===== src/ism_pkg.sv =====
// ----------------------------------------------------------------------------
// ism_pkg
// Shared types, defaults and the span ordering function of the
// interval sort-and-merge block.
// ----------------------------------------------------------------------------
package ism_pkg;

	localparam int unsigned MAX_SPANS_DEF = 64;
	localparam int unsigned TS_W = 64;

	typedef struct packed {
		logic [TS_W-1:0] b;
		logic [TS_W-1:0] e;
	} span_t;

	// True when span a sorts strictly before span b: by begin, then by end.
	function automatic logic span_before(input span_t a, input span_t b);
		logic res;
		if ($signed(a.b) < $signed(b.b)) begin
			res = 1'b1;
		end else if ($signed(b.b) < $signed(a.b)) begin
			res = 1'b0;
		end else begin
			res = $signed(a.e) < $signed(b.e);
		end
		return res;
	endfunction

endpackage


===== src/ism_seq.sv =====
// ----------------------------------------------------------------------------
// ism_seq
// Sequencer of the block: sorted insertion into the span memory, the merge
// walk over the stored spans, and the result register.
// ----------------------------------------------------------------------------
module ism_seq #(
	parameter int unsigned MAX_SPANS = ism_pkg::MAX_SPANS_DEF,
	parameter int unsigned AW = $clog2(MAX_SPANS),
	parameter int unsigned CW = $clog2(MAX_SPANS + 1)
) (
	input  logic                   clk,
	input  logic                   arst_n,
	input  logic                   in_valid,
	output logic                   in_ready,
	input  logic signed [63:0]     span_begin,
	input  logic signed [63:0]     span_end,
	input  logic                   last_span,
	output logic                   out_valid,
	input  logic                   out_ready,
	output logic signed [63:0]     merged_begin,
	output logic signed [63:0]     merged_end,
	output logic                   final_merged,
	output logic                   overflowed,
	output logic                   mem_we,
	output logic [AW-1:0]          mem_waddr,
	output ism_pkg::span_t         mem_wdata,
	output logic [AW-1:0]          mem_raddr,
	input  ism_pkg::span_t         mem_rdata
);

	typedef enum logic [6:0] {
		S_IDLE   = 7'b0000001,
		S_INS    = 7'b0000010,
		S_PUT    = 7'b0000100,
		S_MRD    = 7'b0001000,
		S_MFIRST = 7'b0010000,
		S_MNEXT  = 7'b0100000,
		S_MFIN   = 7'b1000000
	} state_t;

	state_t         state_q, state_d;
	logic [CW-1:0]  count_q;
	logic           ovf_q;
	logic           last_q;
	logic [AW-1:0]  pos_q;
	logic [AW-1:0]  idx_q;
	ism_pkg::span_t new_q;
	ism_pkg::span_t cur_q;
	logic           out_valid_q;
	ism_pkg::span_t out_span_q;
	logic           out_fin_q;
	logic           out_ovf_q;

	logic           in_xfer;
	logic           full;
	logic           out_free;
	logic           new_first;
	logic           overlap;
	logic           step;
	logic           at_last;
	logic           emit;
	logic           emit_fin;
	ism_pkg::span_t emit_span;
	ism_pkg::span_t in_span;

	assign in_span.b = span_begin;
	assign in_span.e = span_end;
	assign in_ready = (state_q == S_IDLE);
	assign in_xfer = in_valid && in_ready;
	assign full = (count_q == CW'(MAX_SPANS));
	assign out_free = !out_valid_q || out_ready;
	assign new_first = ism_pkg::span_before(new_q, mem_rdata);
	assign overlap = !($signed(cur_q.e) < $signed(mem_rdata.b));
	assign step = overlap || out_free;
	assign at_last = (CW'(idx_q) == count_q - CW'(1));

	always_comb begin
		state_d = state_q;
		mem_we = 1'b0;
		mem_waddr = pos_q;
		mem_wdata = new_q;
		mem_raddr = idx_q;
		emit = 1'b0;
		emit_fin = 1'b0;
		emit_span = cur_q;
		unique case (state_q)
			S_IDLE: begin
				mem_raddr = AW'(count_q - CW'(1));
				if (in_xfer) begin
					if (full) begin
						state_d = last_span ? S_MRD : S_IDLE;
					end else if (count_q == '0) begin
						state_d = S_PUT;
					end else begin
						state_d = S_INS;
					end
				end
			end
			S_INS: begin
				mem_raddr = pos_q - AW'(2);
				mem_we = 1'b1;
				if (new_first) begin
					mem_wdata = mem_rdata;
					if (pos_q == AW'(1)) begin
						state_d = S_PUT;
					end
				end else begin
					state_d = last_q ? S_MRD : S_IDLE;
				end
			end
			S_PUT: begin
				mem_we = 1'b1;
				state_d = last_q ? S_MRD : S_IDLE;
			end
			S_MRD: begin
				mem_raddr = '0;
				state_d = S_MFIRST;
			end
			S_MFIRST: begin
				mem_raddr = AW'(1);
				state_d = (count_q == CW'(1)) ? S_MFIN : S_MNEXT;
			end
			S_MNEXT: begin
				mem_raddr = step ? idx_q + AW'(1) : idx_q;
				if (!overlap && out_free) begin
					emit = 1'b1;
				end
				if (step && at_last) begin
					state_d = S_MFIN;
				end
			end
			S_MFIN: begin
				if (out_free) begin
					emit = 1'b1;
					emit_fin = 1'b1;
					state_d = S_IDLE;
				end
			end
			default: begin
				state_d = S_IDLE;
			end
		endcase
	end

	always_ff @(posedge clk or negedge arst_n) begin
		if (!arst_n) begin
			state_q <= S_IDLE;
			count_q <= '0;
			ovf_q <= 1'b0;
			out_valid_q <= 1'b0;
		end else begin
			state_q <= state_d;
			if (state_q == S_IDLE && in_xfer && full) begin
				ovf_q <= 1'b1;
			end
			if ((state_q == S_INS && !new_first) || state_q == S_PUT) begin
				count_q <= count_q + CW'(1);
			end
			if (emit_fin) begin
				count_q <= '0;
				ovf_q <= 1'b0;
			end
			if (emit) begin
				out_valid_q <= 1'b1;
			end else if (out_ready) begin
				out_valid_q <= 1'b0;
			end
		end
	end

	always_ff @(posedge clk) begin
		if (state_q == S_IDLE && in_xfer) begin
			new_q <= in_span;
			last_q <= last_span;
			pos_q <= AW'(count_q);
		end
		if (state_q == S_INS && new_first) begin
			pos_q <= pos_q - AW'(1);
		end
		if (state_q == S_MFIRST) begin
			cur_q <= mem_rdata;
			idx_q <= AW'(1);
		end
		if (state_q == S_MRD) begin
			idx_q <= '0;
		end
		if (state_q == S_MNEXT && step) begin
			if (overlap) begin
				if ($signed(cur_q.e) < $signed(mem_rdata.e)) begin
					cur_q.e <= mem_rdata.e;
				end
			end else begin
				cur_q <= mem_rdata;
			end
			idx_q <= idx_q + AW'(1);
		end
		if (emit) begin
			out_span_q <= emit_span;
			out_fin_q <= emit_fin;
			out_ovf_q <= ovf_q;
		end
	end

	assign out_valid = out_valid_q;
	assign merged_begin = out_span_q.b;
	assign merged_end = out_span_q.e;
	assign final_merged = out_fin_q;
	assign overflowed = out_ovf_q;

endmodule


===== config.mk =====
export PLATFORM = sky130hd
export DESIGN_NAME = ism_seq
export DESIGN_NICKNAME = d
export VERILOG_FILES = /design/src/ism_pkg.sv /design/src/ism_seq.sv
export SDC_FILE = /design/constraint.sdc
export NUM_CORES = 1
export LEC_CHECK = 0
export ABC_CLOCK_PERIOD_IN_PS = 6950
export BUFFER_PORTS_ARGS = -buffer_cell sky130_fd_sc_hd__buf_4
export CAP_MARGIN = 20
export CORE_MARGIN = 3
export CORE_UTILIZATION = 35
export CTS_CLUSTER_DIAMETER = 50
export DETAILED_ROUTE_END_ITERATION = 16
export SLEW_MARGIN = 15
export SYNTH_ARGS = -nofsm -noshare
export SYNTH_HDL_FRONTEND = slang
export SYNTH_SLANG_ARGS = --single-unit

===== constraint.sdc =====
create_clock -name clk -period 6.95 [get_ports clk]
set_input_delay 1.7375 -clock clk [delete_from_list [all_inputs] [get_ports clk]]
set_output_delay 1.7375 -clock clk [all_outputs]
set_load 0.01 [all_outputs]

# Yosys cells after proc, flatten, opt, wreduce, memory -nomap -nowiden

Index checks and enable logic that the tools add are counted.
W data, S select, Z words.

Register bits: 415
Input bits: 261

Equal/unequal tests: 15
Add/subtract/negate cells: 5
$lt $le $gt $ge: 5
Mux-type cells: 38
Reductions and logical operators: 22

Operators with widths:

| kind                  | number |
|---|---|
| $mux W128             | 4 |
| $lt A64 B64 Y1        | 5 |
| $mux W64              | 3 |
| $mux W7               | 8 |
| $pmux W7 S7           | 1 |
| $mux W6               | 6 |
| $pmux W6 S5           | 1 |
| $eq A7 B1 Y1 const B  | 2 |
| $eq A7 B7 Y1 const B  | 2 |
| $mux W4               | 3 |
| $mux W1               | 10 |
| $logic_and A1 B1 Y1   | 8 |
| $reduce_bool A2 Y1    | 4 |
| $add A7 B1 Y7 const B | 1 |
| $eq A6 B7 Y1          | 1 |
| $eq A7 B2 Y1 const B  | 1 |
| $eq A7 B3 Y1 const B  | 1 |
| $eq A7 B4 Y1 const B  | 1 |
| $eq A7 B5 Y1 const B  | 1 |
| $eq A7 B6 Y1 const B  | 1 |
| $logic_not A7 Y1      | 1 |
| $sub A7 B1 Y7 const B | 1 |
| $add A6 B1 Y6 const B | 1 |
| $eq A6 B1 Y1 const B  | 1 |
| other kinds (12)      | 17 |

# Longest topological paths before layout

Depth after elaboration: 8
Mapped depth: 15
Depth with buffers taken out: 12

# Worst setup path after synthesis

Ideal clock, no wire load.

Kind: input port to flip-flop
Start point: in in_valid
End point: reg ovf_q
Path slack: -0.805 ns
Setup time: 0.095 ns
Stages: 4
Arrival time: 7.660 ns
Path buffers: 0
Path through: inv_1 > nor2_1 > a31oi_1 > nor2_1

Cells in the longest elaborated chain, start to end: 4

Ends and longest elaborated chain:

| item                              | RTL line       | RTL |
|---|---|---|
| from (decl)                       | ism_seq.sv:13  | `input logic in_valid,` |
| $logic_and A1 B1 Y1               | ism_seq.sv:69  | `assign in_xfer = in_valid && in_ready;` |
| $logic_and A1 B1 Y1 (2 in series) | ism_seq.sv:153 | `if (state_q == S_IDLE && in_xfer && full) begin` |
| $reduce_bool A2 Y1 (no line)      | --             |  |
| to (signal assigned)              | ism_seq.sv:149 | `ovf_q <= 1'b0;` |
| to (signal assigned)              | ism_seq.sv:154 | `ovf_q <= 1'b1;` |
| to (signal assigned)              | ism_seq.sv:161 | `ovf_q <= 1'b0;` |
| to (decl)                         | ism_seq.sv:43  | `logic ovf_q;` |

Every way passes these cells.
A chain may end at the register's enable or synchronous reset.

==> reports/metrics.csv <==
stage,metric,value,unit
clock_network,Hold Buf Count CTS,0,
global_routing,vias in the first global route,17424,
global_routing,met1 Use GR,0.2693,
clock_network,"Clk Latency, worst-skew pair",0.62,ns
floorplan,Rows,89,
sta,Worst-Margin Slew,1.011,ns
sta,Final setup viols,0,
setup_path,crit path cell chain,buf_4 -> inv_1 -> ha_1 -> nand4_1 -> or4_4 -> nor4_4 -> o311a_1 -> a22oi_1 -> a21o_1 -> a31oi_4 -> nand2b_4 -> buf_16 -> o21ai_0 -> buf_4,
place,gpl congestion,0.9123,
setup_path,worst path required time,5.21,ns
logic_synthesis,Syn Inst Count,1881,
detailed_routing,vias post-DR,16770,
place,Cells after DPL,3193,
logic_synthesis,Ys Warns,0,
final_layout,fill cell total of the finished layout,5421,
detailed_routing,1st-pass router iterations,5,
logic_synthesis,Synth Area in Simple Gates,0.09204,
pwr,power per cell area,359.2,nW/um^2
logic_synthesis,Synth Area in XOR/XNOR,0.009518,
sta,Tmin final,6.868,ns
detailed_routing,Antenna Violating Nets Remaining,0,
sta,f_max,145.6,MHz
global_routing,grt ovf,0,
setup_path,Critical path buffers and inverters,4,
global_routing,met3 usage,0.04175,
logic_synthesis,Synth Register Bits,415,
logic_synthesis,mux contribution to synthesized area,0.06917,
worst_hold_path,worst min-delay path class,register to register,
sta,RSZ-0062 raised after global routing,no,
logic_synthesis,main combinational cell family by area after synthesis,adder cells,
detailed_routing,DR WL/cell,21.72,um
clock_network,CTS tree,yes,
setup_path,Crit-path slowest cell,or4_4,
detailed_routing,DRT iter0 DRCs,959,
clock_network,Clock Path Buffers,3,
run,max-cap violations,0,
clock_network,clock root buffer master,clkbuf_16,
clock_network,Worst-path clk slew,0.06,ns
setup_path,max incr delay on CP,0.57,ns
logic_synthesis,top-area cell type share of the netlist area,0.3845,
sta,Final period util,0.9881,
sta,Final Max Slew Viols,0,
final_layout,most frequent cells in the layout,"buf_4, edfxtp_1, ha_1",
pwr,Pint,6.762,mW
global_routing,largest net degree at the start of global routing,91,
pwr,clock share of power,0.295,
pwr,Worst VDD drop,0.2315,mV
final_layout,Non-Filler Instances,3311,
final_layout,Reg area,11100,um^2
setup_path,most used cell along the critical path,buf_4,
global_routing,GR peak layer,met2,
detailed_routing,Vias/cell,5.065,
logic_synthesis,Syn Nets,2403,
floorplan,core area,59460,um^2
global_routing,first-pass GRT wire length,106.1,mm
logic_synthesis,count of different cell masters after synthesis,63,
pwr,combinational power share,0.335,
floorplan,Initial Utilization,0.3559,
global_routing,antenna violations before repair,5,
detailed_routing,detailed-route wire length,71.91,mm
logic_synthesis,Synth Area in Adders,0.1543,
logic_synthesis,Post-synth EDFFs,271,
setup_path,worst setup path class,input port to primary output,
floorplan,Die ar.,63460,um^2
sta,Max-slew headroom,0.3245,
setup_path,worst-path fanout max,45,
final_layout,Area growth syn-to-layout,35.04,%
place,PortBufs,533,
clock_network,CTS sink cnt,415,
setup_path,Setup crit end kind,primary output,
logic_synthesis,cell taking the most area after synthesis,edfxtp_1,
logic_synthesis,"Seq/Total Area, Yosys",0.5245,
setup_path,crit path DAT,5.13,ns
clock_network,H-tree level count,2,
sta,Final Hold Violating Endpoints,0,
outcome,status,"finished, final reports clean",
pwr,Static Leak,12.86,nW
detailed_routing,residual DRC count,0,
floorplan,io pins,534,
logic_synthesis,Post-synth top flop,edfxtp_1,
global_routing,met2 global-route usage,0.3899,
pwr,P_sw,3.505,mW
global_routing,All-Layer GR Usage,0.2204,
final_layout,share of cells above drive strength 1,0.3307,
setup_path,Top delay family on crit path,compound AO/OA/AOI/OAI gates,
final_layout,Nets,3005,
final_layout,"commonest non-fill, non-tap cell in the layout",buf_4,
logic_synthesis,top post-synthesis cells by area,"edfxtp_1, ha_1, dfxtp_1, mux2_2, o21ai_0",
sta,Final Skew,0.01884,ns
pwr,sequential share of power,0.370,
clock_network,CTS buffer count,59,
sta,fin worst setup slack,0.08240,ns
final_layout,area of the multi-input gates,9193,um^2
logic_synthesis,Post-synth ARST share,0.03855,
place,DP Wirelength,57.21,mm
logic_synthesis,Synth Area in Compound Gates,0.1037,
logic_synthesis,mapped cell area,21170,um^2
place,pre-CTS setup slack,-0.5676,ns
floorplan,die span in y,251.9,um
setup_path,CP Launch Type,input port,
logic_synthesis,average cell area after synthesis,11.25,um^2
floorplan,die width,251.9,um
pwr,switching share of power,0.3414,
-- flip-flops by register name (all words and copies together), names as in the netlist --
signal and flops:
mem_waddr 6, final_merged 1, count_q 7, ovf_q 1, merged_end 64, state_q 7
idx_q 6, overflowed 1, merged_begin 64, out_valid 1, cur_q 128, new_q 128
last_q 1
-- final cells by class --
type / count / share of cell area
sequential: 415 / 0.3884
antenna: 4 / 0.0003502
clock inverter: 36 / 0.01471
clock buffer: 76 / 0.05599
multi-input combinational: 1216 / 0.3216
inverter: 201 / 0.02653
timing repair buffer: 590 / 0.1586
tap: 773 / 0.03384
-- worst paths after layout --
kind	from	endpoint	slack, ns	depth (start not counted)
setup / recovery	mem_rdata[59]	mem_wdata[50]	0.08	14
hold / removal	cur_q[90]	merged_begin[26]	0.42	0
setup reg to reg	cur_q[11]	cur_q[20]	2.80	12
hold reg to reg	cur_q[90]	merged_begin[26]	0.42	0
max in group asynchronous	arst_n	state_q[0]	5.72	1
min in group asynchronous	arst_n	out_valid	0.98	1
-- routing by layer --
layer  up-vias  wire [um]
met4         2       2436
met1      8000      29560
met2       546      35550
met3       138       4355
li1       8084          -
met5         -         13
-- cell usage after synthesis, types with 13 or more instances --
cell type,n
edfxtp_1,271
ha_1,261
nand2_1,210
inv_1,200
o21ai_0,191
dfxtp_1,128
mux2_2,126
a21oi_1,96
nor2_1,53
nand4_1,50
clkbuf_1,34
nand3_1,20
nor3_1,20
xnor2_1,17
dfrtp_1,15
a211oi_1,14
nor4_1,13
-- through the flow --
stage	utilization	cell area (um^2)	hold slack, ns	setup TNS (ns)	power [mW]
final	0.4807	28580	0.4161	0	10.27
after global routing	0.4807	28580	0.4330	0	10.92
after CTS	0.4793	28500	0.4167	0	10.34
after detailed placement	0.4446	26440	0.4145	-44.87	7.253
after global placement	0.4446	26440	0.4078	-27.66	7.134
after floorplan	-	21170	0.4044	0	5.678
-- cells by family after synthesis --
group,Yosys count
buffers and inverters,250
adder cells (fa/ha/maj),261
AO/OA/AOI/OAI,383
flip-flops,415
AND/OR/NAND/NOR,419
multiplexers,130
XOR/XNOR,23
-- power groups by stage --
| stage | registers, mW | logic [mW] | clock network [mW] |
|---|---|---|---|
| floorplan | 3.67 | 2.00 | 0 |
| global placement | 3.81 | 3.32 | 0 |
| detailed placement | 3.85 | 3.41 | 0 |
| CTS | 3.80 | 3.44 | 3.10 |
| global route | 3.87 | 3.85 | 3.20 |
| finish | 3.80 | 3.44 | 3.03 |
-- timing repair --
action	CTS	global route
endpoints found under the hold margin	0	0
resized for setup	10	27
setup endpoints to repair	128	74
setup buffers	0	2
gates cloned	0	0
pin swaps	1	6
Power figures use the tool's default switching activity.
